File: src/b64enc_pkg.sv
package b64enc_pkg;

    localparam int QUEUE_DEPTH_DEF = 2;

    localparam logic [6:0] CHAR_PLUS  = 7'h2B;
    localparam logic [6:0] CHAR_SLASH = 7'h2F;
    localparam logic [6:0] CHAR_PAD   = 7'h3D;
    localparam logic [5:0] SEXTET_MASK = 6'h3F;

    // Character slot that closes a group.
    localparam logic [1:0] SLOT_LAST = 2'd3;
    localparam logic [1:0] HELD_MAX  = 2'd2;
    localparam logic [1:0] GROUP_FULL = 2'd3;

    // One group handed from the front to the back.
    typedef struct packed {
        logic [23:0] group;    // zero-filled, first byte in bits 23..16
        logic [1:0]  nbytes;   // bytes in the group, 1..3
        logic        eom;
    } grp_entry_t;

    function automatic logic [6:0] sextet_char(input logic [5:0] v_in);
        logic [5:0] v;
        logic [6:0] vx;
        v  = v_in & SEXTET_MASK;
        vx = {1'b0, v};
        if (v < 6'd26)
            return vx + 7'h41;
        else if (v < 6'd52)
            return vx + 7'h47;            // 'a' - 26
        else if (v < 6'd62)
            return vx - 7'd4;             // '0' - 52
        else if (v == 6'd62)
            return CHAR_PLUS;
        else
            return CHAR_SLASH;
    endfunction

endpackage

File: src/b64enc_front.sv
module b64enc_front
    import b64enc_pkg::*;
(
    input  logic       clk,
    input  logic       rst_n,
    input  logic       in_valid,
    output logic       in_ready,
    input  logic [7:0] data_byte,
    input  logic       end_of_message,
    input  logic       q_full,
    output logic       q_push,
    output grp_entry_t q_entry
);

    logic [15:0] held_bytes_reg, held_bytes_next;
    logic [1:0]  held_count_reg, held_count_next;
    logic [1:0]  cnt;
    logic [1:0]  n;
    logic        accept;
    logic        complete;

    assign in_ready = !q_full;
    assign accept   = in_valid && in_ready;
    assign cnt      = (held_count_reg > HELD_MAX) ? HELD_MAX : held_count_reg;
    assign n        = cnt + 2'd1;
    assign complete = (n == GROUP_FULL) || end_of_message;
    assign q_push   = accept && complete;

    always_comb
    begin
        q_entry.nbytes = n;
        q_entry.eom    = end_of_message;
        unique case (cnt)
            2'd0:    q_entry.group = {data_byte, 16'h0000};
            2'd1:    q_entry.group = {held_bytes_reg[15:8], data_byte, 8'h00};
            default: q_entry.group = {held_bytes_reg, data_byte};
        endcase
    end

    always_comb
    begin
        held_bytes_next = held_bytes_reg;
        held_count_next = held_count_reg;
        if (accept)
        begin
            if (complete)
            begin
                held_bytes_next = 16'h0000;
                held_count_next = 2'd0;
            end
            else
            begin
                if (cnt == 2'd0)
                    held_bytes_next = {data_byte, 8'h00};
                else
                    held_bytes_next = {held_bytes_reg[15:8], data_byte};
                held_count_next = n;
            end
        end
    end

    always_ff @(posedge clk or negedge rst_n)
    begin
        if (!rst_n)
        begin
            held_bytes_reg <= 16'h0000;
            held_count_reg <= 2'd0;
        end
        else
        begin
            held_bytes_reg <= held_bytes_next;
            held_count_reg <= held_count_next;
        end
    end

endmodule

File: src/b64enc_queue.sv
module b64enc_queue
    import b64enc_pkg::*;
#(
    parameter int DEPTH = QUEUE_DEPTH_DEF
)
(
    input  logic       clk,
    input  logic       rst_n,
    input  logic       push,
    input  grp_entry_t wr_entry,
    output logic       full,
    input  logic       pop,
    output logic       rd_valid,
    output grp_entry_t rd_entry
);

    localparam int PW = (DEPTH > 1) ? $clog2(DEPTH) : 1;
    localparam int CW = $clog2(DEPTH + 1);

    grp_entry_t      slots [DEPTH];
    logic [PW-1:0]   wr_ptr_reg, wr_ptr_next;
    logic [PW-1:0]   rd_ptr_reg, rd_ptr_next;
    logic [CW-1:0]   count_reg, count_next;
    logic            do_push, do_pop;

    assign full     = (count_reg == CW'(DEPTH));
    assign rd_valid = (count_reg != '0);
    assign do_push  = push && !full;
    assign do_pop   = pop && rd_valid;
    assign rd_entry = slots[rd_ptr_reg];

    always_comb
    begin
        wr_ptr_next = wr_ptr_reg;
        rd_ptr_next = rd_ptr_reg;
        count_next  = count_reg;
        if (do_push)
            wr_ptr_next = (wr_ptr_reg == PW'(DEPTH - 1)) ? '0 : wr_ptr_reg + PW'(1);
        if (do_pop)
            rd_ptr_next = (rd_ptr_reg == PW'(DEPTH - 1)) ? '0 : rd_ptr_reg + PW'(1);
        if (do_push && !do_pop)
            count_next = count_reg + CW'(1);
        else if (do_pop && !do_push)
            count_next = count_reg - CW'(1);
    end

    always_ff @(posedge clk)
    begin
        if (do_push)
            slots[wr_ptr_reg] <= wr_entry;
    end

    always_ff @(posedge clk or negedge rst_n)
    begin
        if (!rst_n)
        begin
            wr_ptr_reg <= '0;
            rd_ptr_reg <= '0;
            count_reg  <= '0;
        end
        else
        begin
            wr_ptr_reg <= wr_ptr_next;
            rd_ptr_reg <= rd_ptr_next;
            count_reg  <= count_next;
        end
    end

endmodule

File: src/b64enc_back.sv
module b64enc_back
    import b64enc_pkg::*;
(
    input  logic       clk,
    input  logic       rst_n,
    input  logic       q_valid,
    input  grp_entry_t q_entry,
    output logic       q_pop,
    output logic       out_valid,
    input  logic       out_ready,
    output logic [6:0] out_char,
    output logic       last_char
);

    logic [1:0] slot_reg, slot_next;
    logic       valid_reg, valid_next;
    logic [6:0] char_reg, char_next;
    logic       last_reg, last_next;
    logic       load;
    logic       emit;
    logic [5:0] sextet;

    assign load = !valid_reg || out_ready;
    assign emit = load && q_valid;
    assign q_pop = emit && (slot_reg == SLOT_LAST);

    always_comb
    begin
        unique case (slot_reg)
            2'd0:    sextet = q_entry.group[23:18];
            2'd1:    sextet = q_entry.group[17:12];
            2'd2:    sextet = q_entry.group[11:6];
            default: sextet = q_entry.group[5:0];
        endcase
    end

    always_comb
    begin
        slot_next  = slot_reg;
        valid_next = valid_reg;
        char_next  = char_reg;
        last_next  = last_reg;
        if (load)
            valid_next = q_valid;
        if (emit)
        begin
            // slot i carries data while i <= bytes in group
            char_next = (slot_reg <= q_entry.nbytes) ? sextet_char(sextet) : CHAR_PAD;
            last_next = q_entry.eom && (slot_reg == SLOT_LAST);
            slot_next = slot_reg + 2'd1;
        end
    end

    always_ff @(posedge clk or negedge rst_n)
    begin
        if (!rst_n)
        begin
            slot_reg  <= 2'd0;
            valid_reg <= 1'b0;
        end
        else
        begin
            slot_reg  <= slot_next;
            valid_reg <= valid_next;
        end
    end

    always_ff @(posedge clk)
    begin
        char_reg <= char_next;
        last_reg <= last_next;
    end

    assign out_valid = valid_reg;
    assign out_char  = char_reg;
    assign last_char = last_reg;

endmodule

File: src/base64_stream_encoder_top.sv
// Byte-stream base64 encoder (standard alphabet, '=' padding).
// Input channel s_axis: one raw byte per word in tdata, tlast on the final
// byte of a message. Output channel m_axis: one ASCII character per word in
// tdata[6:0], tlast on the final character of the encoded message.
// Every three bytes, or a shorter group closed by tlast, produce four
// characters; a short group is zero-filled and padded with "=" or "==".
// The byte that closes a group is written into the group queue; its first
// character is then registered in the output stage and shown on m_axis.
// Throughput: the output stage emits one character per cycle while
// m_axis_tready is high, so the sustained input rate is three bytes per
// four characters out. The front takes bytes every cycle while the group
// queue has room, so bursts of up to QUEUE_DEPTH groups are absorbed.
// Stall: when m_axis_tready is low the output word holds, the queue fills
// and s_axis_tready drops; nothing is lost or repeated.
// Reset (rst_n low, asynchronous) empties the queue, drops any partial group
// and clears m_axis_tvalid.
module base64_stream_encoder_top
    import b64enc_pkg::*;
#(
    parameter int QUEUE_DEPTH = QUEUE_DEPTH_DEF
)
(
    input  logic       clk,
    input  logic       rst_n,
    input  logic       s_axis_tvalid,
    output logic       s_axis_tready,
    input  logic [7:0] s_axis_tdata,   // [7:0] data_byte
    input  logic       s_axis_tlast,   // end_of_message
    output logic       m_axis_tvalid,
    input  logic       m_axis_tready,
    output logic [7:0] m_axis_tdata,   // [6:0] out_char, [7] zero
    output logic       m_axis_tlast    // last_char
);

    grp_entry_t push_entry;
    grp_entry_t head_entry;
    logic       q_push;
    logic       q_full;
    logic       q_pop;
    logic       q_valid;
    logic [6:0] out_char;

    b64enc_front u_front (
        .clk            (clk),
        .rst_n          (rst_n),
        .in_valid       (s_axis_tvalid),
        .in_ready       (s_axis_tready),
        .data_byte      (s_axis_tdata),
        .end_of_message (s_axis_tlast),
        .q_full         (q_full),
        .q_push         (q_push),
        .q_entry        (push_entry)
    );

    b64enc_queue #(
        .DEPTH (QUEUE_DEPTH)
    ) u_queue (
        .clk      (clk),
        .rst_n    (rst_n),
        .push     (q_push),
        .wr_entry (push_entry),
        .full     (q_full),
        .pop      (q_pop),
        .rd_valid (q_valid),
        .rd_entry (head_entry)
    );

    b64enc_back u_back (
        .clk       (clk),
        .rst_n     (rst_n),
        .q_valid   (q_valid),
        .q_entry   (head_entry),
        .q_pop     (q_pop),
        .out_valid (m_axis_tvalid),
        .out_ready (m_axis_tready),
        .out_char  (out_char),
        .last_char (m_axis_tlast)
    );

    assign m_axis_tdata = {1'b0, out_char};

endmodule

File: config.mk
export PLATFORM = sky130hd
export DESIGN_NAME = base64_stream_encoder_top
export DESIGN_NICKNAME = d
export VERILOG_FILES = /design/src/b64enc_pkg.sv /design/src/b64enc_front.sv /design/src/b64enc_queue.sv /design/src/b64enc_back.sv /design/src/base64_stream_encoder_top.sv
export SDC_FILE = /design/constraint.sdc
export NUM_CORES = 1
export LEC_CHECK = 0
export BUFFER_PORTS_ARGS = -buffer_cell sky130_fd_sc_hd__buf_2
export CAP_MARGIN = 15
export CORE_ASPECT_RATIO = 0.5
export CORE_MARGIN = 2
export CORE_UTILIZATION = 35
export CTS_CLUSTER_DIAMETER = 80
export CTS_CLUSTER_SIZE = 8
export DETAILED_ROUTE_END_ITERATION = 7
export GPL_TIMING_DRIVEN = 0
export PLACE_DENSITY = 0.62
export REMOVE_ABC_BUFFERS = 1
export SETUP_SLACK_MARGIN = 0.2
export SYNTH_ARGS = -nofsm -noshare
export SYNTH_HDL_FRONTEND = slang
export SYNTH_SLANG_ARGS = --single-unit
File: constraint.sdc
create_clock -name clk -period 5.1 [get_ports clk]
set_input_delay 0.255 -clock clk [delete_from_list [all_inputs] [get_ports clk]]
set_output_delay 0.255 -clock clk [all_outputs]
set_load 0.01 [all_outputs]
==> reports/metrics.yaml <==
io_pins: 24
timing.final.crit_share_pct: 58.3
cts_htree_levels: 3
post-dp-hpwl_mm: 5.57
final-seq-area_um2: 2490
antenna_found_initial: 0
critPathRequiredTime_ps: 5180
switching_share_pct: 38.0
ir_drop_v: 0.000223
gp_congestion: 0.798
clk_path_buf_depth: 2
hold_path.class: "input port to flop"
path_max_fanout: 12
arrival_ps: 3060
num_vias: 2481
final_nets: 365
area_growth_pct: 15.7
wirelength_mm: 7.93
ys_top_cells_by_area: "edfxtp_1 (46%), dfrtp_1 (16%), nand2_1 (3.8%)"
post-route-util_pct: 42.0
synth_top_area_share_pct: 46.2
async_reset_ff_share_pct: 28.7
final.setup_skew_ps: 4.27
maxCapViolCount: 0
pre_cts_ws_ps: 2170
dr.first_iter.drc_count: 241
cts_buffers: 9
tightest_slew_ps: 884
num_antenna_cells: 0
status: "finished, final reports clean"
start_util_pct: 36.3
slew_headroom_pct: 40.7
p_comb_share_pct: 43.0
max_freq_ghz: 0.336
crit_type: "flop to flop"
finalMaxSlewViolations: 0
power_frac_seq_pct: 34.6
layout_commonest_cell: "edfxtp_1"
grt_setup_unrepaired: "no"
synth_edf_count: 62
hold_depth: 2
grt_pass1_vias: 2435
ys.flop_type: "edfxtp_1"
clk_latency_ps: 330
core-area_um2: 11100
setup_slack_ps: 2130
largest_register_ffs: 54
startpoint_type: "flop"
multi_input_area_um2: 1440
ys_ff_latch: 87
grt_usage_pct: 14.1
dr.pass1.iters: 4
cts_sinks: 87
grt_pass1_wl_mm: 13.2
crit_path_end_kind: "flop"
syn_area_per_cell_um2: 12.7
yosysTopAreaCell: "edfxtp_1"
fillCellCount: 1003
r2r_cells: 10
drive_gt1_share_pct: 17.1
drc_errors: 0
setup_viol: 0
internal_power_w: 0.00208
leakagePower_nw: 1.82
ant_nets: 0
dieArea_um2: 12400
grt_overflow_total: 0
ys_warn_count: 0
ys_types: 50
postCtsSetupRepairBufs: 0
postSynthCellCount: 317
die_h_um: 79.9
hold_viol: 0
layout_common_cells: "edfxtp_1 (62), nand2_1 (41), dfrtp_1 (25), buf_2 (22), nand3_1 (20)"
power.share.clock_pct: 22.4
io_buffers: 22
p_per_area_nw_per_um2: 719
row_count: 27
ys_seq_area_share_pct: 61.7
power_switching_w: 0.00128
finalCriticalPeriod_ps: 2970
vias_per_cell: 5.06
wire_per_inst_um: 16.2
setup_tns_ps: 0
grt_max_degree: 26
cts_tree: "done"
die_w_um: 156
cts.clk_slew.worst_paths_ps: 60
mappedNetlistArea_um2: 4030
root_buffer: "clkbuf_16"
## kinds of logic after synthesis
logic type	Yosys count	share of synthesized area, %
buffers and inverters	24	2.73
flip-flops	87	61.7
AND/OR/NAND/NOR	105	12.3
XOR/XNOR	6	1.30
AO/OA/AOI/OAI	64	13.4
adder cells (fa/ha/maj)	12	3.72
other	1	0.0930
multiplexers	18	4.78
## critical path: stages, from the launching register on
cell	delay, ps
dfrtp_1	410
inv_1	190
ha_1	470
nand2_1	130
nand3_1	110
nand3_1	160
inv_1	320
ha_1	330
a2111oi_4	80
a311o_1	330
a31o_1	200
## worst paths after layout
kind	start	end	slack, ps
min in group asynchronous	rst_n	u_back.out_valid	460
max	u_back.slot_reg[0]	u_back.out_char[2]	2130
max in group asynchronous	rst_n	u_front.held_bytes_reg[0]	4240
min	m_axis_tready	u_back.out_valid	120
max reg2reg	u_back.slot_reg[0]	u_back.out_char[2]	2130
min reg2reg	u_front.held_bytes_reg[11]	u_front.held_bytes_reg[11]	490
## power groups by stage
stage / sequential, W / clock, W / combinational, W
2_1_floorplan: 0.00117 / 0 / 0.00104
3_3_place_gp: 0.00117 / 0 / 0.00139
6_report: 0.00116 / 0.000751 / 0.00144
4_1_cts: 0.00116 / 0.000764 / 0.00144
3_5_place_dp: 0.00117 / 0 / 0.00143
5_1_grt: 0.00119 / 0.000797 / 0.00162
## layer usage
layer | up-vias | wire [um] | track usage (%)
li1 | 1229 | - | -
met1 | 1202 | 4220 | 20.8
met2 | 46 | 3300 | 20.0
met3 | 4 | 349 | 4.45
met4 | 0 | 55 | 3.03
met5 | - | 0 | 0
## stage by stage
| step | cells | total power [W] | instance area [um^2] | hold slack (ps) |
|---|---|---|---|---|
| detailed placement | 473 | 0.00261 | 4310 | 297 |
| global route | 490 | 0.00360 | 4670 | 128 |
| global placement | 469 | 0.00257 | 4250 | 296 |
| finish | 490 | 0.00335 | 4670 | 118 |
| CTS | 490 | 0.00337 | 4670 | 109 |
| floorplan | 302 | 0.00220 | 3960 | -40.6 |
## area by class of cell
class | instances | share of cell area [%]
Clock buffer | 10 | 4.91
Clock inverter | 6 | 2.49
Inverter | 9 | 0.724
Multi-Input combinational cell | 206 | 30.9
Sequential cell | 87 | 53.3
Tap cell | 145 | 3.89
Timing Repair Buffer | 27 | 3.81
## cell usage after synthesis (3+ instances only)
cell type  count
edfxtp_1      62
nand2_1       41
dfrtp_1       25
nand3_1       20
a22o_1        17
nor2_1        16
o21ai_0       14
ha_1          12
a22oi_1       11
and2_1        10
mux2_2        10
inv_1          9
mux2i_1        8
buf_2          7
clkbuf_1       6
and3_1         4
nand4_1        4
a211o_1        3
nor2b_1        3
xnor2_1        3
xor2_1         3
## timing repair
action,CTS,global route
hold buffers,1,0
resized for setup,0,0
endpoints found under the hold margin,25,0
(Power assumes the default switching activity.)
